File: src/rtl/core/kvt_pkg.sv
// Shared types and codes of the key/value table core.
`timescale 1ns / 1ps

package kvt_pkg;

  localparam int KEY_W    = 32;
  localparam int DATA_W   = 32;
  localparam int OPCODE_W = 2;
  localparam int STATUS_W = 2;
  localparam int COUNT_W  = 5;

  localparam logic [OPCODE_W-1:0] OP_INSERT = 2'd0;
  localparam logic [OPCODE_W-1:0] OP_REMOVE = 2'd1;
  localparam logic [OPCODE_W-1:0] OP_LOOKUP = 2'd2;

  localparam logic [STATUS_W-1:0] STAT_OK        = 2'd0;
  localparam logic [STATUS_W-1:0] STAT_NOT_FOUND = 2'd1;
  localparam logic [STATUS_W-1:0] STAT_FULL      = 2'd2;

  typedef enum logic [4:0] {
    ST_CLEAR = 5'b00001,
    ST_IDLE  = 5'b00010,
    ST_SCAN  = 5'b00100,
    ST_LAST  = 5'b01000,
    ST_DONE  = 5'b10000
  } kvt_state_t;

  // Outcome of one table scan.
  typedef struct packed {
    logic hit;
    logic has_free;
  } scan_flags_t;

endpackage

File: src/rtl/core/kvt_req_if.sv
// Request channel of the key/value table core.
`timescale 1ns / 1ps

interface kvt_req_if;
  logic               valid;
  logic               ready;
  logic [1:0]         opcode;
  logic signed [31:0] req_key;
  logic [31:0]        req_value;

  modport source (output valid, output opcode, output req_key, output req_value,
                  input ready);
  modport sink (input valid, input opcode, input req_key, input req_value,
                output ready);
endinterface

File: src/rtl/core/kvt_rsp_if.sv
// Result channel of the key/value table core.
`timescale 1ns / 1ps

interface kvt_rsp_if;
  logic        valid;
  logic        ready;
  logic [31:0] read_value;
  logic [1:0]  status;
  logic [4:0]  entry_count;

  modport source (output valid, output read_value, output status, output entry_count,
                  input ready);
  modport sink (input valid, input read_value, input status, input entry_count,
                output ready);
endinterface

File: src/rtl/core/kvt_store.sv
// Slot memory: one write port, one registered read port.
`timescale 1ns / 1ps

module kvt_store #(
  parameter int DEPTH  = 16,
  parameter int ADDR_W = 4,
  parameter int WORD_W = 65
) (
  input  logic              clk,
  input  logic              we,
  input  logic [ADDR_W-1:0] waddr,
  input  logic [WORD_W-1:0] wdata,
  input  logic [ADDR_W-1:0] raddr,
  output logic [WORD_W-1:0] rdata
);

  logic [WORD_W-1:0] mem [DEPTH];

  always_ff @(posedge clk) begin
    if (we) begin
      mem[waddr] <= wdata;
    end
  end

  always_ff @(posedge clk) begin
    rdata <= mem[raddr];
  end

endmodule

File: src/rtl/core/kvt_match.sv
// Shared key compare unit: tracks the matching slot and the first free slot.
`timescale 1ns / 1ps

module kvt_match import kvt_pkg::*; #(
  parameter int IDX_W       = 4,
  parameter int VALUE_WIDTH = 32
) (
  input  logic                   clk,
  input  logic                   rst,
  input  logic                   start,
  input  logic                   cmp_en,
  input  logic [IDX_W-1:0]       cmp_idx,
  input  logic                   entry_valid,
  input  logic [KEY_W-1:0]       entry_key,
  input  logic [VALUE_WIDTH-1:0] entry_value,
  input  logic [KEY_W-1:0]       key,
  output scan_flags_t            flags,
  output logic [IDX_W-1:0]       hit_idx,
  output logic [IDX_W-1:0]       free_idx,
  output logic [VALUE_WIDTH-1:0] hit_value
);

  logic is_hit;
  logic is_free;

  assign is_hit  = cmp_en && entry_valid && (entry_key == key);
  assign is_free = cmp_en && !entry_valid;

  always_ff @(posedge clk) begin
    if (rst || start) begin
      flags <= '0;
    end else begin
      if (is_hit && !flags.hit) begin
        flags.hit <= 1'b1;
      end
      if (is_free && !flags.has_free) begin
        flags.has_free <= 1'b1;
      end
    end
  end

  // Capture the slot only on the first hit and the first free slot.
  always_ff @(posedge clk) begin
    if (is_hit && !flags.hit) begin
      hit_idx   <= cmp_idx;
      hit_value <= entry_value;
    end
    if (is_free && !flags.has_free) begin
      free_idx <= cmp_idx;
    end
  end

endmodule

File: src/rtl/core/key_value_table_core.sv
// Key/value table core: sequencer, slot memory and shared compare unit.
`timescale 1ns / 1ps

// A bounded table of CAPACITY slots, each holding a 32-bit key and a value of
// VALUE_WIDTH bits. Each request inserts (or updates), removes or looks up one
// key; every request returns exactly one result with the value found on a
// lookup hit (zero otherwise), a status (ok, key not found, table full) and
// the entry count after the request, masked to 5 bits. An insert fills the
// lowest free slot. Opcode 3 changes nothing and answers ok. For each request
// the slots are read one per cycle through the single read port of the slot
// memory and compared in a single key comparator, then the done state decides
// and writes the slot back while the result is loaded into the output
// register. The request side is not ready until the block returns to idle.
// The result register decouples the two sides: a result waiting for its
// taker does not block the next request, and only the write-back step waits
// for the result register to empty. After reset the block sweeps all slots
// invalid, one per cycle, and takes the first request once the sweep ends.
module key_value_table_core import kvt_pkg::*; #(
  parameter int CAPACITY    = 16,
  parameter int VALUE_WIDTH = 32
) (
  input  logic      clk,
  input  logic      rst,
  kvt_req_if.sink   req,
  kvt_rsp_if.source rsp
);

  localparam int IDX_W  = $clog2(CAPACITY);
  localparam int CNT_W  = $clog2(CAPACITY + 1);
  localparam int WORD_W = 1 + KEY_W + VALUE_WIDTH;
  localparam logic [IDX_W-1:0] LAST_IDX = IDX_W'(CAPACITY - 1);

  // Sequencer state.
  kvt_state_t       state, state_next;
  logic [IDX_W-1:0] scan_addr, scan_addr_next;
  logic             cmp_pend;
  logic [IDX_W-1:0] cmp_idx;
  logic [CNT_W-1:0] occupied, occupied_next;

  // Request held for the scan.
  logic [OPCODE_W-1:0]    op_q;
  logic [KEY_W-1:0]       key_q;
  logic [VALUE_WIDTH-1:0] val_q;

  // Result register.
  logic                out_valid;
  logic [DATA_W-1:0]   out_value;
  logic [STATUS_W-1:0] out_status;
  logic [COUNT_W-1:0]  out_count;

  // Memory ports.
  logic              mem_we;
  logic [IDX_W-1:0]  mem_waddr;
  logic [WORD_W-1:0] mem_wdata;
  logic [WORD_W-1:0] mem_rdata;

  // Compare unit results.
  scan_flags_t            flags;
  logic [IDX_W-1:0]       hit_idx;
  logic [IDX_W-1:0]       free_idx;
  logic [VALUE_WIDTH-1:0] hit_value;

  logic                   accept;
  logic                   load_out;
  logic [DATA_W-1:0]      res_value;
  logic [STATUS_W-1:0]    res_status;
  logic [63:0]            val_wide;
  logic [63:0]            hit_wide;
  logic [31:0]            cnt_wide;

  assign accept    = req.valid && (state == ST_IDLE);
  assign req.ready = (state == ST_IDLE);

  // Keep the incoming value to VALUE_WIDTH bits; read it back zero-extended.
  assign val_wide = {32'b0, req.req_value};
  assign hit_wide = 64'(hit_value);
  assign cnt_wide = 32'(occupied_next);

  kvt_store #(
    .DEPTH  (CAPACITY),
    .ADDR_W (IDX_W),
    .WORD_W (WORD_W)
  ) u_store (
    .clk   (clk),
    .we    (mem_we),
    .waddr (mem_waddr),
    .wdata (mem_wdata),
    .raddr (scan_addr),
    .rdata (mem_rdata)
  );

  kvt_match #(
    .IDX_W       (IDX_W),
    .VALUE_WIDTH (VALUE_WIDTH)
  ) u_match (
    .clk         (clk),
    .rst         (rst),
    .start       (accept),
    .cmp_en      (cmp_pend),
    .cmp_idx     (cmp_idx),
    .entry_valid (mem_rdata[WORD_W-1]),
    .entry_key   (mem_rdata[WORD_W-2 -: KEY_W]),
    .entry_value (mem_rdata[VALUE_WIDTH-1:0]),
    .key         (key_q),
    .flags       (flags),
    .hit_idx     (hit_idx),
    .free_idx    (free_idx),
    .hit_value   (hit_value)
  );

  always_comb begin
    state_next     = state;
    scan_addr_next = scan_addr;
    occupied_next  = occupied;
    mem_we         = 1'b0;
    mem_waddr      = scan_addr;
    mem_wdata      = '0;
    load_out       = 1'b0;
    res_value      = '0;
    res_status     = STAT_OK;
    case (state)
      ST_CLEAR: begin
        // Sweep every slot invalid after reset.
        mem_we = 1'b1;
        if (scan_addr == LAST_IDX) begin
          scan_addr_next = '0;
          state_next     = ST_IDLE;
        end else begin
          scan_addr_next = scan_addr + IDX_W'(1);
        end
      end
      ST_IDLE: begin
        if (req.valid) begin
          scan_addr_next = '0;
          state_next     = ST_SCAN;
        end
      end
      ST_SCAN: begin
        // Issue one slot read per cycle; each slot is compared in the cycle after its read.
        if (scan_addr == LAST_IDX) begin
          state_next = ST_LAST;
        end else begin
          scan_addr_next = scan_addr + IDX_W'(1);
        end
      end
      ST_LAST: begin
        // Compare the last slot.
        state_next = ST_DONE;
      end
      ST_DONE: begin
        // Hold until the result register is free, then write back and answer.
        if (!out_valid || rsp.ready) begin
          load_out   = 1'b1;
          state_next = ST_IDLE;
          case (op_q)
            OP_INSERT: begin
              if (flags.hit) begin
                mem_we    = 1'b1;
                mem_waddr = hit_idx;
                mem_wdata = {1'b1, key_q, val_q};
              end else if (flags.has_free) begin
                mem_we        = 1'b1;
                mem_waddr     = free_idx;
                mem_wdata     = {1'b1, key_q, val_q};
                occupied_next = occupied + CNT_W'(1);
              end else begin
                res_status = STAT_FULL;
              end
            end
            OP_REMOVE: begin
              if (flags.hit) begin
                mem_we        = 1'b1;
                mem_waddr     = hit_idx;
                occupied_next = occupied - CNT_W'(1);
              end else begin
                res_status = STAT_NOT_FOUND;
              end
            end
            OP_LOOKUP: begin
              if (flags.hit) begin
                res_value = hit_wide[DATA_W-1:0];
              end else begin
                res_status = STAT_NOT_FOUND;
              end
            end
            default: begin
              res_status = STAT_OK;
            end
          endcase
        end
      end
      default: begin
        state_next = ST_IDLE;
      end
    endcase
  end

  always_ff @(posedge clk) begin
    if (rst) begin
      state     <= ST_CLEAR;
      scan_addr <= '0;
      cmp_pend  <= 1'b0;
      occupied  <= '0;
      out_valid <= 1'b0;
    end else begin
      state     <= state_next;
      scan_addr <= scan_addr_next;
      cmp_pend  <= (state == ST_SCAN);
      occupied  <= occupied_next;
      if (load_out) begin
        out_valid <= 1'b1;
      end else if (rsp.ready) begin
        out_valid <= 1'b0;
      end
    end
  end

  // Payload registers: request held for the scan, result held for the taker.
  always_ff @(posedge clk) begin
    cmp_idx <= scan_addr;
    if (accept) begin
      op_q  <= req.opcode;
      key_q <= $unsigned(req.req_key);
      val_q <= val_wide[VALUE_WIDTH-1:0];
    end
    if (load_out) begin
      out_value  <= res_value;
      out_status <= res_status;
      out_count  <= cnt_wide[COUNT_W-1:0];
    end
  end

  assign rsp.valid       = out_valid;
  assign rsp.read_value  = out_value;
  assign rsp.status      = out_status;
  assign rsp.entry_count = out_count;

endmodule

File: src/flat_wrapper.sv
// flat-port wrapper written by rule: the top's interface ports become plain ports
module key_value_table_core_flat import kvt_pkg::*;
#(
  parameter int CAPACITY    = 16,
  parameter int VALUE_WIDTH = 32
)
  (clk, rst, req_valid, req_opcode, req_req_key, req_req_value, req_ready, rsp_valid, rsp_read_value, rsp_status, rsp_entry_count, rsp_ready);
  kvt_req_if req_i ();
  kvt_rsp_if rsp_i ();
  input  logic clk;
  input  logic rst;
  input wire logic [$bits(req_i.valid)-1:0] req_valid;
  input wire logic [$bits(req_i.opcode)-1:0] req_opcode;
  input wire logic [$bits(req_i.req_key)-1:0] req_req_key;
  input wire logic [$bits(req_i.req_value)-1:0] req_req_value;
  output wire logic [$bits(req_i.ready)-1:0] req_ready;
  output wire logic [$bits(rsp_i.valid)-1:0] rsp_valid;
  output wire logic [$bits(rsp_i.read_value)-1:0] rsp_read_value;
  output wire logic [$bits(rsp_i.status)-1:0] rsp_status;
  output wire logic [$bits(rsp_i.entry_count)-1:0] rsp_entry_count;
  input wire logic [$bits(rsp_i.ready)-1:0] rsp_ready;
  assign req_i.valid = req_valid;
  assign req_i.opcode = req_opcode;
  assign req_i.req_key = req_req_key;
  assign req_i.req_value = req_req_value;
  assign req_ready = req_i.ready;
  assign rsp_valid = rsp_i.valid;
  assign rsp_read_value = rsp_i.read_value;
  assign rsp_status = rsp_i.status;
  assign rsp_entry_count = rsp_i.entry_count;
  assign rsp_i.ready = rsp_ready;
  key_value_table_core #(.CAPACITY(CAPACITY), .VALUE_WIDTH(VALUE_WIDTH)) u_core (.clk(clk), .rst(rst), .req(req_i), .rsp(rsp_i));
endmodule
File: config.mk
export PLATFORM = sky130hd
export DESIGN_NAME = key_value_table_core_flat
export DESIGN_NICKNAME = d
export VERILOG_FILES = /design/src/rtl/core/kvt_pkg.sv /design/src/rtl/core/kvt_req_if.sv /design/src/rtl/core/kvt_rsp_if.sv /design/src/rtl/core/kvt_store.sv /design/src/rtl/core/kvt_match.sv /design/src/rtl/core/key_value_table_core.sv /design/src/flat_wrapper.sv
export SDC_FILE = /design/constraint.sdc
export NUM_CORES = 1
export LEC_CHECK = 0
export BUFFER_PORTS_ARGS = -buffer_cell sky130_fd_sc_hd__clkbuf_2
export CAP_MARGIN = 20
export CELL_PAD_IN_SITES_DETAIL_PLACEMENT = 1
export CELL_PAD_IN_SITES_GLOBAL_PLACEMENT = 1
export CORE_UTILIZATION = 25
export CTS_BUF_LIST = sky130_fd_sc_hd__clkbuf_8
export DETAILED_ROUTE_END_ITERATION = 10
export GPL_TIMING_DRIVEN = 0
export PLACE_DENSITY_LB_ADDON = 0.3
export SKIP_LAST_GASP = 1
export SLEW_MARGIN = 20
export SYNTH_ARGS = -nofsm -noshare
export SYNTH_HDL_FRONTEND = slang
export SYNTH_SLANG_ARGS = --single-unit
export TNS_END_PERCENT = 30
File: constraint.sdc
create_clock -name clk -period 9.3 [get_ports clk]
set_input_delay 0.93 -clock clk [delete_from_list [all_inputs] [get_ports clk]]
set_output_delay 0.93 -clock clk [all_outputs]
set_load 0.01 [all_outputs]
==> results of run 1 <==
-- worst max path at each step --
stage / startpoint / endpoint / slack, ps / depth (start not counted)
2_1_floorplan: u_core.op_q[0] / u_core.u_store.mem[5][0] / 700 / 8
3_3_place_gp: u_core.op_q[0] / u_core.u_store.mem[6][31] / -10760 / 8
3_5_place_dp: u_core.scan_addr[1] / u_core.u_store.mem[2][29] / 4460 / 9
4_1_cts: u_core.scan_addr[1] / u_core.u_store.mem[2][29] / 4450 / 9
5_1_grt: u_core.scan_addr[1] / u_core.u_store.mem[2][26] / 4260 / 9
6_report: u_core.scan_addr[1] / u_core.u_store.mem[2][27] / 4440 / 9
-- registers in the layout, summed over array words and instances (netlist names), 4 cells and up --
name,cells
u_core.u_match.hit_idx,4
u_core.u_match.hit_value,32
u_core.u_store.rdata,65
u_core.val_q,32
u_core.rsp.entry_count,5
u_core.scan_addr,4
u_core.cmp_idx,4
u_core.u_match.free_idx,4
u_core.state,5
u_core.occupied,5
u_core.rsp.read_value,32
u_core.u_store.mem,1040
u_core.key_q,32
-- critical path, delay by kind of cell, from the launching register on --
kind                   cells  cell delay [ps]
DFF                        1              570
and+or+nand+nor            1              860
AOI/OAI and AO/OA          1              550
buffers and inverters      7             2550
-- per-stage QoR --
| stage | instance area [sq um] | setup TNS, ps | std cells | setup WS [ps] | hold slack [ps] |
|---|---|---|---|---|---|
| final | 57100 | 0 | 5275 | 4440 | 180 |
| after global placement | 51100 | -8384840 | 4632 | -10760 | 344 |
| after CTS | 57000 | 0 | 5272 | 4450 | 69.4 |
| after global routing | 57000 | 0 | 5273 | 4260 | 118 |
| after detailed placement | 52900 | 0 | 4884 | 4460 | 335 |
| after floorplan | 47400 | 0 | 2027 | 697 | 326 |
-- metal layers --
metal  GRT usage [%]  vias up  wire length [um]
met5               0        -                48
met4            3.90        8              2560
met3            2.89      180              7090
met2            23.3      703             66000
met1            17.4    12400             55600
li1                -     9711                 -
-- Yosys cell counts, types with 5 or more instances --
master	instances
edfxtp_1	1185
buf_6	19
a21oi_1	9
nor3_1	13
buf_4	8
clkbuf_1	48
buf_1	8
inv_1	10
o22ai_1	5
ha_1	9
dfxtp_1	87
nand3_1	16
and2_1	104
mux4_1	20
o21ai_0	15
nand4_1	7
nor4_1	16
xor2_1	30
nand2_1	21
mux4_2	305
and3_1	6
nor2_1	18
buf_2	10
-- final cells by class --
cell class	count	area share, %
multi-input cells	650	16.8
repair buffers	362	4.01
inverters	11	0.0833
well taps	2495	5.47
plain buffers	94	0.983
flip-flops and latches	1272	65.4
clock buffers	226	5.45
clock inverters	162	1.75
diodes	3	0.0132
-- cells by family after synthesis --
logic type	Yosys count	share of synthesized area, %
adder cells (fa/ha/maj)	9	0.237
multiplexers	326	15.6
XOR/XNOR	34	0.628
AND/OR/NAND/NOR	222	2.74
flip-flops	1272	78.7
buffers and inverters	105	1.26
AO/OA/AOI/OAI	59	0.805
-- where the power goes --
| group | internal (W) | total, W | switching [W] |
|---|---|---|---|
| Sequential | 0.00667 | 0.00681 | 0.000139 |
| Clock | 0.00253 | 0.00482 | 0.00230 |
| Combinational | 0.00108 | 0.00225 | 0.00117 |
| Total | 0.0103 | 0.0139 | 0.00361 |
==> summary.md, run 1 <==
| Metric | Value |
|---|---|
| Outcome | `finished, violations left` |
| Violated checks | `design-rule violations` |
| Worst-Margin Slew | `1110 ps` |
| Max clock buf depth | `3` |
| WP data arrival | `5470 ps` |
| Vias per cell | `4.35` |
| Initial antenna violation count | `7` |
| Die area | `0.191 sq mm` |
| Fmax | `0.206 GHz` |
| Period utilization | `52.2%` |
| Final Hold Viols | `0` |
| IR drop worst, VDD | `0.000122 V` |
| Crit path kind | `flop to flop` |
| Final setup violating endpoints | `0` |
| Leading cell type in the layout, fill and taps excluded | `edfxtp_1` |
| Top area cells in the synthesized netlist | `edfxtp_1, mux4_2, dfxtp_1` |
| CP max FO | `10` |
| Crit path top cell by count | `buf_2` |
| Mapped Cells | `2027` |
| Netlist Area Pre-Place | `0.0474 sq mm` |
| Hold Startpoint | `req_req_key[24]` |
| Async S/R FF share, synth | `0%` |
| Filler cells | `19000` |
| Rows | `159` |
| Synth cell types | `56` |
| Pin count of the biggest net entering global routing | `43` |
| Reg2Reg Capture Point | `u_core.u_store.mem[2][27]` |
| Ys Warns | `0` |
| Number of global-route vias before repair | `25300` |
| DIE WIDTH | `438 um` |
| H-Tree Depth | `4` |
| Post-synth EDFFs | `1185` |
| DRT antenna net count | `0` |
| DRC viols | `16` |
| First-pass DRT Iterations | `10` |
| Core area | `0.188 sq mm` |
| Worst reg-to-reg setup slack | `4440 ps` |
| Final GP Congestion | `0.722` |
| Most frequent cells in the layout | `edfxtp_1, mux4_2, clkbuf_8, buf_2` |
| Layout net count | `2675` |
| Clk slew on worst S/H paths | `70 ps` |
| Die height | `438 um` |
| Global-route wire length before repair | `186 mm` |
| Synth top area share | `75.0%` |
| Via count of the routed design | `23000` |
| Master of the slowest instance on the critical path | `nor4_2` |
| Syn-to-layout area delta | `20.3%` |
| RSZ-0062 raised after global routing | `no` |
| Finished Core Util | `30.3%` |
| Crit start category | `flop` |
| Hold Path End | `u_core.key_q[24]` |
| Routed length per instance | `24.9 um` |
| TritonCTS clock tree | `yes` |
| # port buffers | `110` |
| Minimum clock period after layout | `4860 ps` |
| Slew margin rel. | `26.3%` |
| Final Max Tran Viols | `0` |
| Max-cap violations | `0` |
| DPL Wire Length | `90.0 mm` |
| Worst Hold Depth | `1` |
| I/O Pins | `111` |
| Root Buffer | `clkbuf_8` |
| Pwr Total | `0.0139 W` |
| Critical Path RT | `9910 ps` |
| Hold/Removal Path Class | `input port to flop` |
| Clock latency at the later pin of the worst-skew pair | `930 ps` |
| DRT iter0 DRCs | `2010` |
| Routed wire length | `131 mm` |
| Resized Gates After CTS | `0` |
| Reg2Reg Depth | `9` |
| Yosys top cell by area | `edfxtp_1` |
| Syn_area_per_cell | `23.4 sq um` |
| Register area | `0.0373 sq mm` |
| Share of post-route cells with drive strength above 1 | `36.9%` |
| Total CTS buffers | `205` |
| Yosys reg bits | `1272` |
| Multi-input logic area | `0.00959 sq mm` |
| Hold_buf cts | `0` |
| Setup bufs post-CTS | `0` |
| Initial core utilization | `25.2%` |
| Syn Nets | `2106` |
| Skew final | `35.0 ps` |
| Worst setup EP type | `flop` |
| Gr ovfl total | `0` |
| Pwr dens | `243 mW/mm^2` |
| Post-synth top flop | `edfxtp_1` |
| Sink Count | `1272` |
| Leakage Power | `20.1 nW` |
| Post-synthesis sequential area ratio | `78.7%` |
| Reg2reg start | `u_core.scan_addr[1]` |
| CP peak stage delay | `860 ps` |
| All-Layer GR Usage | `13.7%` |
| Worst-path cell chain | `buf_2 -> buf_1 -> a22oi_1 -> nor4_2 -> buf_2 -> buf_2 -> buf_2 -> buf_2 -> buf_2` |
No activity file was read; power rests on OpenSTA's default activity.
==> inputs of run 2 (changes only) <==
--- a/config.mk
+++ b/config.mk
@@ -5,6 +5,7 @@
 export SDC_FILE = /design/constraint.sdc
 export NUM_CORES = 1
 export LEC_CHECK = 0
+export ABC_AREA = 1
 export BUFFER_PORTS_ARGS = -buffer_cell sky130_fd_sc_hd__clkbuf_2
 export CAP_MARGIN = 20
 export CELL_PAD_IN_SITES_DETAIL_PLACEMENT = 1
==> constraint.sdc (replaced) <==
create_clock -name clk -period 4.65 [get_ports clk]
set_input_delay 0.465 -clock clk [delete_from_list [all_inputs] [get_ports clk]]
set_output_delay 0.465 -clock clk [all_outputs]
set_load 0.01 [all_outputs]
==> run 2 against run 1 <==
The run now ends clean. Combinational power rose to 3.2 times the previous value. Setup slack worse by 3700 ps. First-iteration DRC count up 49%. Clock skew up 20 ps. Non-clock buffer count up 62. Synthesized cell count up 78%. Clock power up 100%. Sequential share of layout area down 2.7 points.
==> summary.md, run 2 <==
| Metric | Value |
|---|---|
| Outcome | `complete, no violations` |
| DRT iter0 DRCs | `2993 (+49%)` |
| Count leader, synth | `edfxtp_1` |
| Post-synth top flop | `edfxtp_1` |
| Routed wire length | `180 mm (+37%)` |
| Rows | `161 (+1.3%)` |
| Post-synth top cells | `edfxtp_1, nor2_1, o21ai_0, nand2_1, o221ai_1` |
| Largest regs | `u_core.u_store.mem (1040), u_core.u_store.rdata (65)` |
| Finished Core Util | `30.8% (+0.45 points)` |
| Core area | `0.193 sq mm (+2.8%)` |
| Final Non-Filler Cells | `6813 (+29%)` |
| Gr ovfl total | `0 (unchanged)` |
| Ys Warns | `0 (unchanged)` |
| Post-synth EDFFs | `1185 (unchanged)` |
| Pin count of the biggest net entering global routing | `28 (-35%)` |
| Yosys reg bits | `1272 (unchanged)` |
| Global-route wire length before repair | `254 mm (+37%)` |
| Worst-Margin Slew | `1270 ps (+160 ps)` |
| Resized Gates After CTS | `0 (unchanged)` |
| Die area | `0.197 sq mm (+2.8%)` |
| Fmax | `0.255 GHz (+24%)` |
| Pwr dens | `518 mW/mm^2 (+110%)` |
| DRC viols | `0 (-16)` |
| Biggest register | `u_core.u_store.mem` |
| IR drop worst, VDD | `0.000236 V (+94%)` |
| Layout net count | `4178 (+56%)` |
| Initial antenna violation count | `5 (-2)` |
| DRT antenna net count | `0 (unchanged)` |
| Filler cells | `20700 (+9.1%)` |
| DPL Wire Length | `121 mm (+35%)` |
| Crit start category | `flop` |
| Final Hold Viols | `0 (unchanged)` |
| Die height | `444 um (+1.4%)` |
| Max reg flops | `1040 (unchanged)` |
| Synth top area share | `73.0% (-2.1 points)` |
| H-Tree Depth | `4 (unchanged)` |
| Minimum clock period after layout | `3910 ps (-943 ps)` |
| Crit path kind | `flop to flop` |
| Yosys top cell by area | `edfxtp_1` |
| WP data arrival | `4580 ps (-890 ps)` |
| Top area cells in the synthesized netlist | `edfxtp_1, o21ai_0, nor2_1` |
| Hold_buf cts | `69 (+69)` |
| Leakage Power | `21.2 nW (+5.4%)` |
| Root Buffer | `clkbuf_8` |
| First-pass DRT Iterations | `5 (-5)` |
| CP max FO | `16 (+6)` |
| Total CTS buffers | `216 (+5.4%)` |
| All-Layer GR Usage | `18.0% (+4.4 points)` |
| Syn-to-layout area delta | `22.0%` |
| Critical Path RT | `5320 ps (-4590 ps)` |
| Worst setup EP type | `flop` |
| Via count of the routed design | `33000 (+44%)` |
| TritonCTS clock tree | `yes` |
| Final setup violating endpoints | `0 (unchanged)` |
| Final GP Congestion | `0.788 (+9.1%)` |
| Routed length per instance | `26.5 um (+6.4%)` |
| Setup bufs post-CTS | `0 (unchanged)` |
| Reg2Reg Depth | `11 (+2)` |
| Mapped Cells | `3599 (+78%)` |
| Syn Nets | `3678 (+75%)` |
| RSZ-0062 raised after global routing | `no` |
| Slew margin rel. | `15.6% (-11 points)` |
| I/O Pins | `111 (unchanged)` |
| Final Max Tran Viols | `0 (unchanged)` |
| Synth cell types | `39 (-30%)` |
| Period utilization | `84.2% (+32 points)` |
| Design area | `0.0595 sq mm (+4.3%)` |
| Clock latency at the later pin of the worst-skew pair | `980 ps (+50 ps)` |
| Placed instance area | `0.0546 sq mm (+3.2%)` |
| Vias per cell | `4.84 (+11%)` |
| Hold Path End | `u_core.val_q[15]` |
| Leading cell type in the layout, fill and taps excluded | `edfxtp_1` |
| Skew final | `55.3 ps (+20.3 ps)` |
| Async S/R FF share, synth | `0% (unchanged)` |
| Reg2Reg Capture Point | `u_core.u_store.mem[12][22]` |
| Share of post-route cells with drive strength above 1 | `15.2% (-22 points)` |
| Syn_area_per_cell | `13.6 sq um (-42%)` |
| Reg2reg start | `u_core.op_q[0]` |
| Hold/Removal Path Class | `input port to flop` |
| # port buffers | `110 (unchanged)` |
| Max-cap violations | `0 (unchanged)` |
| Most frequent cells in the layout | `edfxtp_1, nor2_1, o21ai_0, nand2_1, clkbuf_8` |
| Post-synthesis sequential area ratio | `76.5% (-2.2 points)` |
| Hold Startpoint | `req_req_value[15]` |
| Sink Count | `1272 (unchanged)` |
| Cells after DPL | `6335 (+30%)` |
| Clk slew on worst S/H paths | `60 ps (about the same)` |
| Netlist Area Pre-Place | `0.0488 sq mm (+2.8%)` |
| Number of global-route vias before repair | `33800 (+34%)` |
| Max clock buf depth | `3 (unchanged)` |
| Worst Hold Depth | `2 (+1)` |
| DIE WIDTH | `444 um (+1.4%)` |
| Initial core utilization | `25.2% (about the same)` |
| Worst reg-to-reg setup slack | `740 ps (-3710 ps)` |
[run 2: layout make-up]
class	instances	area, sq um	share of cell area, %
timing repair buffer	282	3160	5.31
tap	2526	3160	5.31
multi-input combinational	1977	10200	17.2
antenna	8	20.0	0.0337
buffer	236	1110	1.86
sequential	1272	37300	62.7
clock buffer	224	3080	5.18
clock inverter	174	980	1.65
inverter	114	433	0.728
[run 2: worst max path at each step]
stage                                            end            start  slack (ps)  cells after the start
after CTS                 u_core.u_store.mem[12][22]   u_core.op_q[0]         770                     11
final                     u_core.u_store.mem[12][22]   u_core.op_q[0]         740                     11
after global routing      u_core.u_store.mem[12][22]   u_core.op_q[1]         670                     11
after detailed placement  u_core.u_store.mem[12][25]   u_core.op_q[0]         820                     11
after floorplan             u_core.u_store.mem[2][0]  u_core.state[2]        -500                      8
after global placement    u_core.u_store.mem[11][23]   u_core.op_q[0]       -5790                      8
[run 2: worst max-delay path: stages (launching register included)]
cell and delay [ps]:
edfxtp_1 450, inv_1 140, ha_1 340, inv_1 120, nor2_4 450, a21oi_1 130, o21ai_2 400, nand3_2 300
nor2_4 580, buf_16 240, buf_16 190, buf_12 200
[run 2: stage by stage]
step / total power, W / setup TNS (ps) / hold slack, ps / worst slack, ps
after global placement: 0.0206 / -6119440 / 334 / -5790
after global routing: 0.0321 / 0 / 150 / 668
after CTS: 0.0311 / 0 / 94.7 / 766
final: 0.0308 / 0 / 196 / 736
after detailed placement: 0.0213 / 0 / 338 / 819
after floorplan: 0.0176 / -505100 / 326 / -503
[run 2: cells by family (layout without fill, tap and decap cells)]
family / count (synthesis) / count (layout) / synth area share (%)
buf+inv: 350 / 1030 / 3.15
xor+xnor: 12 / 12 / 0.216
simple gates: 1075 / 1075 / 8.77
flops: 1272 / 1272 / 76.5
compound gates: 881 / 881 / 11.1
other cells: 0 / 8 / 0
fa+ha+maj: 9 / 9 / 0.231
[run 2: per-layer routing]
metal	vias to the layer above	GRT usage, %	routed length (um)
li1	14500	-	-
met1	17100	23.7	77200
met2	1143	29.9	87100
met3	283	2.83	10500
met4	0	6.48	5560
met5	-	0	0
[run 2: power breakdown]
part	total, W	internal (W)	switching [W]
sequential	0.0138	0.0135	0.000291
combinational	0.00731	0.00198	0.00533
clock	0.00969	0.00484	0.00485
total	0.0308	0.0203	0.0105
